[src/rtl/msrr_pkg.sv]
// Shared types, codes and the CRC step of the Modbus register responder.
`default_nettype none
package msrr_pkg;
	localparam logic [7:0] FC_READ = 8'h03;
	localparam logic [7:0] FC_WRITE = 8'h10;
	localparam logic [7:0] EXC_ADDRESS = 8'h02;
	localparam logic [7:0] EXC_VALUE = 8'h03;
	localparam logic [15:0] MAX_READ_QTY = 16'd125;
	localparam logic [15:0] MAX_WRITE_QTY = 16'd123;
	localparam logic [15:0] ALARM_FIRST = 16'h000C;
	localparam logic [15:0] ALARM_LAST = 16'h0013;
	localparam logic [15:0] TEMP_CORR_REG = 16'h001D;
	localparam logic [15:0] HUM_CORR_REG = 16'h001E;

	localparam logic [1:0] CFG_DEV_TYPE = 2'd0;
	localparam logic [1:0] CFG_FW_VER = 2'd1;
	localparam logic [1:0] CFG_ID_HIGH = 2'd2;
	localparam logic [1:0] CFG_ID_LOW = 2'd3;

	localparam logic [1:0] KIND_READ = 2'd0;
	localparam logic [1:0] KIND_WRITE = 2'd1;
	localparam logic [1:0] KIND_EXC = 2'd2;

	typedef struct packed {
		logic take;
		logic eval;
		logic advance;
	} dp_cmd_t;

	typedef struct packed {
		logic respond;
		logic last;
	} dp_stat_t;

	function automatic logic [15:0] crc_byte(input logic [15:0] crc_in, input logic [7:0] b);
		logic [15:0] c;
		c = crc_in ^ {8'h00, b};
		for (int k = 0; k < 8; k++) begin
			if (c[0])
				c = (c >> 1) ^ 16'hA001;
			else
				c = c >> 1;
		end
		return c;
	endfunction
endpackage
`default_nettype wire

[src/rtl/modbus_sensor_register_responder.sv]
// Top level of the Modbus read/write register responder.
// Usage:
//  - Request channel (req_valid/req_ready): one frame byte per request, CRC
//    already stripped; req_end marks the last byte. humidity and temperature
//    are sampled with each request; the values on the last byte are served.
//  - A request is taken only while idle. After the last byte an evaluation
//    state checks quantity and addresses and commits writes.
//  - Response channel (resp_valid/resp_ready): 5 to 29 bytes, CRC low byte
//    first, resp_end on the last. One byte per cycle while resp_ready is
//    high; CRC is accumulated one byte per cycle as bytes leave.
//  - After the last byte, an evaluation state comes before the first response
//    byte; no request is taken until the response ends. The response burst
//    is set by the byte sequencer in the datapath.
//  - Function codes other than 03 and 16 produce no response.
//  - While the receiver stalls, the current byte holds and no request is
//    taken.
//  - Reset clears config, alarm and correction words and the frame parser.
//  - cfg_we writes device_type, firmware_version, id high, id low (0..3).
`default_nettype none
module modbus_sensor_register_responder (
	input wire logic clk,
	input wire logic arst_n,
	input wire logic req_valid,
	output logic req_ready,
	input wire logic [7:0] req_byte,
	input wire logic req_end,
	input wire logic [15:0] humidity,
	input wire logic signed [15:0] temperature,
	output logic resp_valid,
	input wire logic resp_ready,
	output logic [7:0] resp_byte,
	output logic resp_end,
	output logic signed [15:0] temp_correction,
	output logic signed [15:0] humidity_correction,
	input wire logic cfg_we,
	input wire logic [1:0] cfg_index,
	input wire logic [15:0] cfg_data
);
	import msrr_pkg::*;

	dp_cmd_t cmd;
	dp_stat_t st;

	msrr_ctrl u_ctrl (
		.clk(clk),
		.arst_n(arst_n),
		.req_valid(req_valid),
		.req_ready(req_ready),
		.req_end(req_end),
		.resp_valid(resp_valid),
		.resp_ready(resp_ready),
		.cmd(cmd),
		.st(st)
	);

	msrr_dp u_dp (
		.clk(clk),
		.arst_n(arst_n),
		.cmd(cmd),
		.st(st),
		.req_byte(req_byte),
		.req_end(req_end),
		.humidity(humidity),
		.temperature(temperature),
		.cfg_we(cfg_we),
		.cfg_index(cfg_index),
		.cfg_data(cfg_data),
		.resp_byte(resp_byte),
		.resp_end(resp_end),
		.temp_correction(temp_correction),
		.humidity_correction(humidity_correction)
	);
endmodule
`default_nettype wire

[src/rtl/msrr_ctrl.sv]
// Controller: request intake, frame evaluation and response byte sequencing.
`default_nettype none
module msrr_ctrl (
	input wire logic clk,
	input wire logic arst_n,
	input wire logic req_valid,
	output logic req_ready,
	input wire logic req_end,
	output logic resp_valid,
	input wire logic resp_ready,
	output msrr_pkg::dp_cmd_t cmd,
	input wire msrr_pkg::dp_stat_t st
);
	import msrr_pkg::*;

	localparam logic [1:0] ST_IDLE = 2'd0;
	localparam logic [1:0] ST_EVAL = 2'd1;
	localparam logic [1:0] ST_EMIT = 2'd2;

	logic [1:0] state_q;

	assign req_ready = (state_q == ST_IDLE);
	assign resp_valid = (state_q == ST_EMIT);

	always_comb begin
		cmd.take = req_valid && req_ready;
		cmd.eval = (state_q == ST_EVAL);
		cmd.advance = resp_valid && resp_ready;
	end

	always_ff @(posedge clk or negedge arst_n) begin
		if (!arst_n) begin
			state_q <= ST_IDLE;
		end else begin
			unique case (state_q)
				ST_IDLE: begin
					if (req_valid && req_end)
						state_q <= ST_EVAL;
				end
				ST_EVAL: begin
					state_q <= st.respond ? ST_EMIT : ST_IDLE;
				end
				ST_EMIT: begin
					if (resp_ready && st.last)
						state_q <= ST_IDLE;
				end
				default: state_q <= ST_IDLE;
			endcase
		end
	end
endmodule
`default_nettype wire

[src/rtl/msrr_dp.sv]
// Datapath: frame fields, staged writes, register map, response bytes and CRC.
`default_nettype none
module msrr_dp (
	input wire logic clk,
	input wire logic arst_n,
	input wire msrr_pkg::dp_cmd_t cmd,
	output msrr_pkg::dp_stat_t st,
	input wire logic [7:0] req_byte,
	input wire logic req_end,
	input wire logic [15:0] humidity,
	input wire logic signed [15:0] temperature,
	input wire logic cfg_we,
	input wire logic [1:0] cfg_index,
	input wire logic [15:0] cfg_data,
	output logic [7:0] resp_byte,
	output logic resp_end,
	output logic signed [15:0] temp_correction,
	output logic signed [15:0] humidity_correction
);
	import msrr_pkg::*;

	logic [15:0] dev_type_q, fw_ver_q, id_high_q, id_low_q;
	logic [15:0] alarm_q [8];
	logic [15:0] corr_q [2];
	logic [15:0] stage_q [8];
	logic [7:0] svalid_q;
	logic [7:0] pos_q, addr_q, func_q;
	logic [15:0] start_q, qty_q;
	logic [15:0] hum_q, temp_q;
	logic [1:0] kind_q;
	logic [7:0] exc_q;
	logic [4:0] len_q, idx_q;
	logic [15:0] crc_q;

	logic [3:0] rel;
	logic [16:0] last_reg;
	logic rd_qty_ok, wr_qty_ok, rd_addr_ok, wr_addr_ok;
	logic [4:0] off;
	logic [15:0] rreg, rword;
	logic [7:0] body_byte;

	assign rel = pos_q[3:0] - 4'd7;
	assign last_reg = {1'b0, start_q} + {1'b0, qty_q} - 17'd1;
	assign rd_qty_ok = (qty_q != 16'd0) && (qty_q <= MAX_READ_QTY);
	assign wr_qty_ok = (qty_q != 16'd0) && (qty_q <= MAX_WRITE_QTY);
	assign rd_addr_ok = (start_q <= 16'd1 && last_reg <= 17'd1) ||
		(start_q >= 16'd8 && start_q <= ALARM_LAST && last_reg <= {1'b0, ALARM_LAST});
	assign wr_addr_ok = (start_q >= ALARM_FIRST && start_q <= ALARM_LAST &&
		last_reg <= {1'b0, ALARM_LAST}) ||
		(start_q >= TEMP_CORR_REG && start_q <= HUM_CORR_REG &&
		last_reg <= {1'b0, HUM_CORR_REG});

	assign st.respond = (func_q == FC_READ) || (func_q == FC_WRITE);
	assign st.last = (idx_q == len_q + 5'd1);
	assign resp_end = st.last;
	assign temp_correction = corr_q[0];
	assign humidity_correction = corr_q[1];

	// read word selection for the current data byte
	assign off = idx_q - 5'd3;
	assign rreg = start_q + {12'd0, off[4:1]};

	always_comb begin
		case (rreg)
			16'h0000: rword = hum_q;
			16'h0001: rword = temp_q;
			16'h0008: rword = dev_type_q;
			16'h0009: rword = fw_ver_q;
			16'h000A: rword = id_high_q;
			16'h000B: rword = id_low_q;
			default: rword = alarm_q[rreg[2:0] - ALARM_FIRST[2:0]];
		endcase
	end

	always_comb begin
		body_byte = 8'h00;
		if (idx_q == 5'd0) begin
			body_byte = addr_q;
		end else if (idx_q == 5'd1) begin
			body_byte = (kind_q == KIND_EXC) ? (func_q | 8'h80) : func_q;
		end else begin
			unique case (kind_q)
				KIND_EXC: body_byte = exc_q;
				KIND_WRITE: begin
					case (idx_q)
						5'd2: body_byte = start_q[15:8];
						5'd3: body_byte = start_q[7:0];
						5'd4: body_byte = qty_q[15:8];
						default: body_byte = qty_q[7:0];
					endcase
				end
				KIND_READ: begin
					if (idx_q == 5'd2)
						body_byte = {qty_q[6:0], 1'b0};
					else
						body_byte = off[0] ? rword[7:0] : rword[15:8];
				end
				default: body_byte = 8'h00;
			endcase
		end
	end

	always_comb begin
		if (idx_q == len_q)
			resp_byte = crc_q[7:0];
		else if (idx_q == len_q + 5'd1)
			resp_byte = crc_q[15:8];
		else
			resp_byte = body_byte;
	end

	// configuration words
	always_ff @(posedge clk or negedge arst_n) begin
		if (!arst_n) begin
			dev_type_q <= '0;
			fw_ver_q <= '0;
			id_high_q <= '0;
			id_low_q <= '0;
		end else if (cfg_we) begin
			unique case (cfg_index)
				CFG_DEV_TYPE: dev_type_q <= cfg_data;
				CFG_FW_VER: fw_ver_q <= cfg_data;
				CFG_ID_HIGH: id_high_q <= cfg_data;
				CFG_ID_LOW: id_low_q <= cfg_data;
				default: ;
			endcase
		end
	end

	// staged value payload and sensor samples, no reset
	always_ff @(posedge clk) begin
		if (cmd.take && pos_q >= 8'd7 && pos_q <= 8'd22) begin
			if (!rel[0])
				stage_q[rel[3:1]] <= {req_byte, 8'h00};
			else
				stage_q[rel[3:1]][7:0] <= req_byte;
		end
		if (cmd.take) begin
			hum_q <= humidity;
			temp_q <= temperature;
		end
	end

	always_ff @(posedge clk or negedge arst_n) begin
		if (!arst_n) begin
			pos_q <= '0;
			addr_q <= '0;
			func_q <= '0;
			start_q <= '0;
			qty_q <= '0;
			svalid_q <= '0;
			kind_q <= KIND_READ;
			exc_q <= '0;
			len_q <= '0;
			idx_q <= '0;
			crc_q <= 16'hFFFF;
			for (int i = 0; i < 8; i++)
				alarm_q[i] <= '0;
			corr_q[0] <= '0;
			corr_q[1] <= '0;
		end else begin
			if (cmd.take) begin
				if (pos_q == 8'd0) begin
					addr_q <= req_byte;
					func_q <= '0;
					start_q <= '0;
					qty_q <= '0;
					svalid_q <= '0;
				end else if (pos_q == 8'd1) func_q <= req_byte;
				else if (pos_q == 8'd2) start_q[15:8] <= req_byte;
				else if (pos_q == 8'd3) start_q[7:0] <= req_byte;
				else if (pos_q == 8'd4) qty_q[15:8] <= req_byte;
				else if (pos_q == 8'd5) qty_q[7:0] <= req_byte;
				else if (pos_q >= 8'd7 && pos_q <= 8'd22 && rel[0])
					svalid_q[rel[3:1]] <= 1'b1;
				if (req_end)
					pos_q <= '0;
				else if (pos_q != 8'hFF)
					pos_q <= pos_q + 8'd1;
			end
			if (cmd.eval) begin
				idx_q <= '0;
				crc_q <= 16'hFFFF;
				if (func_q == FC_READ) begin
					if (!rd_qty_ok) begin
						kind_q <= KIND_EXC; exc_q <= EXC_VALUE; len_q <= 5'd3;
					end else if (!rd_addr_ok) begin
						kind_q <= KIND_EXC; exc_q <= EXC_ADDRESS; len_q <= 5'd3;
					end else begin
						kind_q <= KIND_READ;
						len_q <= 5'd3 + {qty_q[3:0], 1'b0};
					end
				end else begin
					if (!wr_qty_ok) begin
						kind_q <= KIND_EXC; exc_q <= EXC_VALUE; len_q <= 5'd3;
					end else if (!wr_addr_ok) begin
						kind_q <= KIND_EXC; exc_q <= EXC_ADDRESS; len_q <= 5'd3;
					end else begin
						kind_q <= KIND_WRITE;
						len_q <= 5'd6;
					end
				end
				// commit staged writes
				if (func_q == FC_WRITE && wr_qty_ok && wr_addr_ok) begin
					for (int i = 0; i < 8; i++) begin
						if (qty_q > 16'(i) && svalid_q[i]) begin
							if (start_q + 16'(i) <= ALARM_LAST)
								alarm_q[3'(start_q + 16'(i) - ALARM_FIRST)] <= stage_q[i];
							else if (start_q + 16'(i) == TEMP_CORR_REG)
								corr_q[0] <= stage_q[i];
							else
								corr_q[1] <= stage_q[i];
						end
					end
				end
			end
			if (cmd.advance) begin
				idx_q <= idx_q + 5'd1;
				if (idx_q < len_q)
					crc_q <= crc_byte(crc_q, resp_byte);
			end
		end
	end
endmodule
`default_nettype wire

[config.mk]
export PLATFORM = sky130hd
export DESIGN_NAME = modbus_sensor_register_responder
export DESIGN_NICKNAME = d
export VERILOG_FILES = /design/src/rtl/msrr_pkg.sv /design/src/rtl/modbus_sensor_register_responder.sv /design/src/rtl/msrr_ctrl.sv /design/src/rtl/msrr_dp.sv
export SDC_FILE = /design/constraint.sdc
export NUM_CORES = 2
export LEC_CHECK = 0
export ABC_AREA = 1
export BUFFER_PORTS_ARGS = -buffer_cell sky130_fd_sc_hd__buf_2
export CORE_UTILIZATION = 40
export DETAILED_ROUTE_END_ITERATION = 10
export PLACE_DENSITY_LB_ADDON = 0.15
export RECOVER_POWER = 25
export SKIP_CTS_REPAIR_TIMING = 1
export SYNTH_ARGS = -nofsm -noshare
export SYNTH_HDL_FRONTEND = slang
export SYNTH_SLANG_ARGS = --single-unit
[constraint.sdc]
create_clock -name clk -period 5.9 [get_ports clk]
set_input_delay 0 -clock clk [delete_from_list [all_inputs] [get_ports clk]]
set_output_delay 0 -clock clk [all_outputs]
set_load 0.02 [all_outputs]
==> flow_summary.ini <==
[routing]
routed_wl_um = 179500
wl_per_cell_um = 28.06
drc = 0
dr_total_vias = 41340
antenna_left = 0
viasPerCell = 6.460
drt-initial-drc-count = 6182
drt-pass1-iter-count = 10

[critical_path]
end_kind = flop
crit_type = flop to flop
cp.arrival_ps = 6280
crit_path_frequent_cell = nand2_1
cpLargestDelayFamily = simple AND/OR/NAND/NOR gates
path_buf_inv = 7
cp_slowest_stage_delay_ps = 600
required_ps = 6510
slowest_stage = fa_1
cp_max_fo = 16
critical_path.startpoint_type = flop

[die]
floorplan.rows = 110
die_w_um = 304.3
dieHeight_um = 304.3
ioPinCount = 107
coreArea_mm2 = 0.09029
start_util = 0.4049
die_area_mm2 = 0.09261

[placement]
place_congestion = 1.014
portBuffers = 106
dp_hpwl_um = 118700
place_inst = 6223

[pwr]
p_seq_frac = 0.257
p_sw_mw = 7.578
p_sw_frac = 0.4770
powerDensity_mw_per_mm2 = 388.5
p_total_mw = 15.89
p_leak_nw = 17.40
ir_drop_mv = 0.4484
p_int_mw = 8.309
power_frac_comb = 0.501
p_clk_frac = 0.242

[sta]
timing.hold.ws_ps = -37.94
fin_skew_ps = 38.41
max_slew_margin = -1.805
grt_setup_unrepaired = false
fin_tns_setup_ps = 0
fin_crit_sh = 0.9619
slew_viol_final = 191
final-hold-violation-count = 4
setup_viol = 0
worst_slew_pin_slew_ps = 4207
max_freq_mhz = 176.2
fin_crit_ps = 5675

[yosys]
synth_xor_area_frac = 0.01533
synthMuxAreaShare = 0
yosysSeqAreaShare = 0.3510
synth_cells = 5185
synthSimpleGateAreaFrac = 0.1983
ys_ff_latch = 480
synth_area_leaders = dfrtp_1, edfxtp_1, nand2_1, o21ai_0, o211ai_1
synth_top_family_by_area = compound AO/OA/AOI/OAI gates
synth_enable_flop_cells = 160
synth.distinct_cells = 65
synth_compound_gate_area_share = 0.3197
synth.avg_cell_area_um2 = 7.051
synth_fa_ha_area_frac = 0.02334
netlist.area_leader.share = 0.2081
synth_largest_area_cell = dfrtp_1
ys_async_sr_fraction = 0.6667
mappedNetlistNets = 5316
ys_warn_count = 0
synth_ff_type = dfrtp_1
netlist_area_mm2 = 0.03656

[clock_tree]
ctsLongestPathBuffers = 3
clkTransAtPathRegs_ps = 70
insertion_delay_ps = 690
clock-sinks = 480
cts_buffers = 58
htreeDepth = 2
cts_root_buf = clkbuf_16
cts_tree = done

[global_routing]
met1_usage = 0.4883
grt_pass1_vias = 37330
track_usage = 0.3754
gr-usage-met2 = 0.5437
grt_pass1_wl_um = 257400
antenna_found_initial = 7
grt_max_degree = 141
gr-total-overflow = 0
top_usage_layer = met2
globalRouteMet3Util = 0.1224

[cells_and_area]
seq_area_mm2 = 0.01283
fin_util = 0.4530
fill_cells = 9227
instances_no_fill = 6399
syn2layout_area_growth_pct = 11.86
multi_input_area_mm2 = 0.02042
drive_gt1_frac = 0.08354
nets = 5300

[worst_hold_path]
holdCritPathClass = input port to flop

[outcome]
violations = hold timing, capacitance limit, slew limit
status = finished with violations

[run]
drv_cap = 3
-- flip-flops by register name (all words and copies together), names as in the netlist --
register / flops
u_dp.len_q: 5
u_dp.id_high_q: 16
u_dp.exc_q: 2
u_dp.alarm_q: 128
u_dp.addr_q: 8
u_dp.fw_ver_q: 16
u_dp.dev_type_q: 16
u_dp.id_low_q: 16
u_dp.svalid_q: 8
u_dp.kind_q: 2
u_dp.temp_correction: 16
u_dp.hum_q: 16
u_dp.func_q: 8
u_dp.idx_q: 5
u_ctrl.state_q: 2
u_dp.stage_q: 128
u_dp.humidity_correction: 16
u_dp.pos_q: 8
u_dp.crc_q: 16
u_dp.start_q: 16
u_dp.temp_q: 16
u_dp.qty_q: 16
-- per-layer routing --
layer / vias up / part of all wire / wire (µm)
met5: - / 0.00013 / 23
li1: 18260 / - / -
met3: 767 / 0.14 / 24790
met1: 19220 / 0.38 / 68820
met4: 4 / 0.071 / 12760
met2: 3086 / 0.41 / 73130
-- through the flow --
step / instance area [µm²] / setup WS (ps) / hold slack [ps]
after floorplan: 36560 / 1415 / -295.6
after global placement: 38310 / 629.5 / 4.079
after detailed placement: 38310 / 557.0 / 2.900
after CTS: 40300 / 528.0 / -719.1
after global routing: 40890 / 26.99 / 6.328
final: 40900 / 225.1 / -37.94
-- cells in the final DEF, fill, tap and decap left out, types with 7 or more instances in the layout --
cell | Yosys | final
a211oi_1 | 16 | 16
a21oi_1 | 222 | 222
a22oi_1 | 10 | 10
buf_12 | 0 | 11
buf_2 | 37 | 95
buf_4 | 7 | 137
clkbuf_1 | 309 | 19
clkbuf_16 | 0 | 59
clkinv_1 | 27 | 32
clkinv_2 | 0 | 13
clkinvlp_4 | 0 | 7
dfrtp_1 | 304 | 304
dfstp_2 | 16 | 16
dlygate4sd3_1 | 0 | 61
edfxtp_1 | 160 | 160
ha_1 | 65 | 65
inv_1 | 439 | 435
inv_2 | 9 | 9
nand2_1 | 1126 | 1116
nand2_2 | 3 | 13
nand2_4 | 10 | 10
nand3_1 | 170 | 167
nand3b_1 | 11 | 11
nand4_1 | 59 | 59
nor2_1 | 235 | 233
nor2_2 | 8 | 8
nor2_4 | 7 | 9
nor3_1 | 56 | 54
nor4_1 | 13 | 13
o211ai_1 | 436 | 436
o21ai_0 | 728 | 728
o21ai_1 | 295 | 295
o221ai_1 | 67 | 67
o22ai_1 | 175 | 175
xor2_1 | 59 | 59
-- area by class of cell --
cell class | count | share of cell area
inverters | 475 | 0.04363
flip-flops and latches | 480 | 0.3138
clock inverters | 39 | 0.01025
diodes | 4 | 0.0002448
repair buffers | 317 | 0.05831
multi-input cells | 3837 | 0.4994
clock buffers | 71 | 0.03843
well taps | 1176 | 0.03598
-- tightest hold or removal path: stages --
cell and delay, ps:
buf_2 90, nand2_1 190, nor2_1 140, o22ai_1 150
-- power by group through the flow --
| stage | Clock (mW) | Combinational [mW] | Sequential (mW) |
|---|---|---|---|
| finish | 3.84 | 7.95 | 4.09 |
| global route | 3.98 | 8.63 | 4.12 |
| CTS | 3.86 | 7.69 | 4.08 |
| detailed placement | 0 | 7.66 | 4.14 |
| global placement | 0 | 7.65 | 4.14 |
| floorplan | 0 | 4.97 | 4.01 |
-- Yosys cell counts (37+ instances only) --
cell / count
dfrtp_1: 304
nor2_1: 235
o221ai_1: 67
o21ai_0: 728
edfxtp_1: 160
xor2_1: 59
nand3_1: 170
clkbuf_1: 309
o22ai_1: 175
o21ai_1: 295
ha_1: 65
nand4_1: 59
inv_1: 439
nor3_1: 56
buf_2: 37
a21oi_1: 222
nand2_1: 1126
o211ai_1: 436
-- cell families after synthesis --
group	Yosys count
buffers and inverters	868
flip-flops	480
XOR/XNOR	64
AND/OR/NAND/NOR	1721
AO/OA/AOI/OAI	1985
adder cells (fa/ha/maj)	67
-- final timing paths --
path / from / endpoint / slack [ps] / cells after the start
worst max-delay path: u_dp.idx_q[0] / u_dp.crc_q[0] / 230 / 35
worst min-delay path: req_valid / u_dp.pos_q[1] / -40 / 4
worst max register to register: u_dp.idx_q[0] / u_dp.crc_q[0] / 230 / 35
worst min register to register: u_dp.exc_q[1] / u_dp.exc_q[1] / 470 / 2
max in group asynchronous: arst_n / u_dp.alarm_q[95] / 1220 / 4
min in group asynchronous: arst_n / u_dp.humidity_correction[1] / 770 / 4
(Power assumes the default switching activity.)
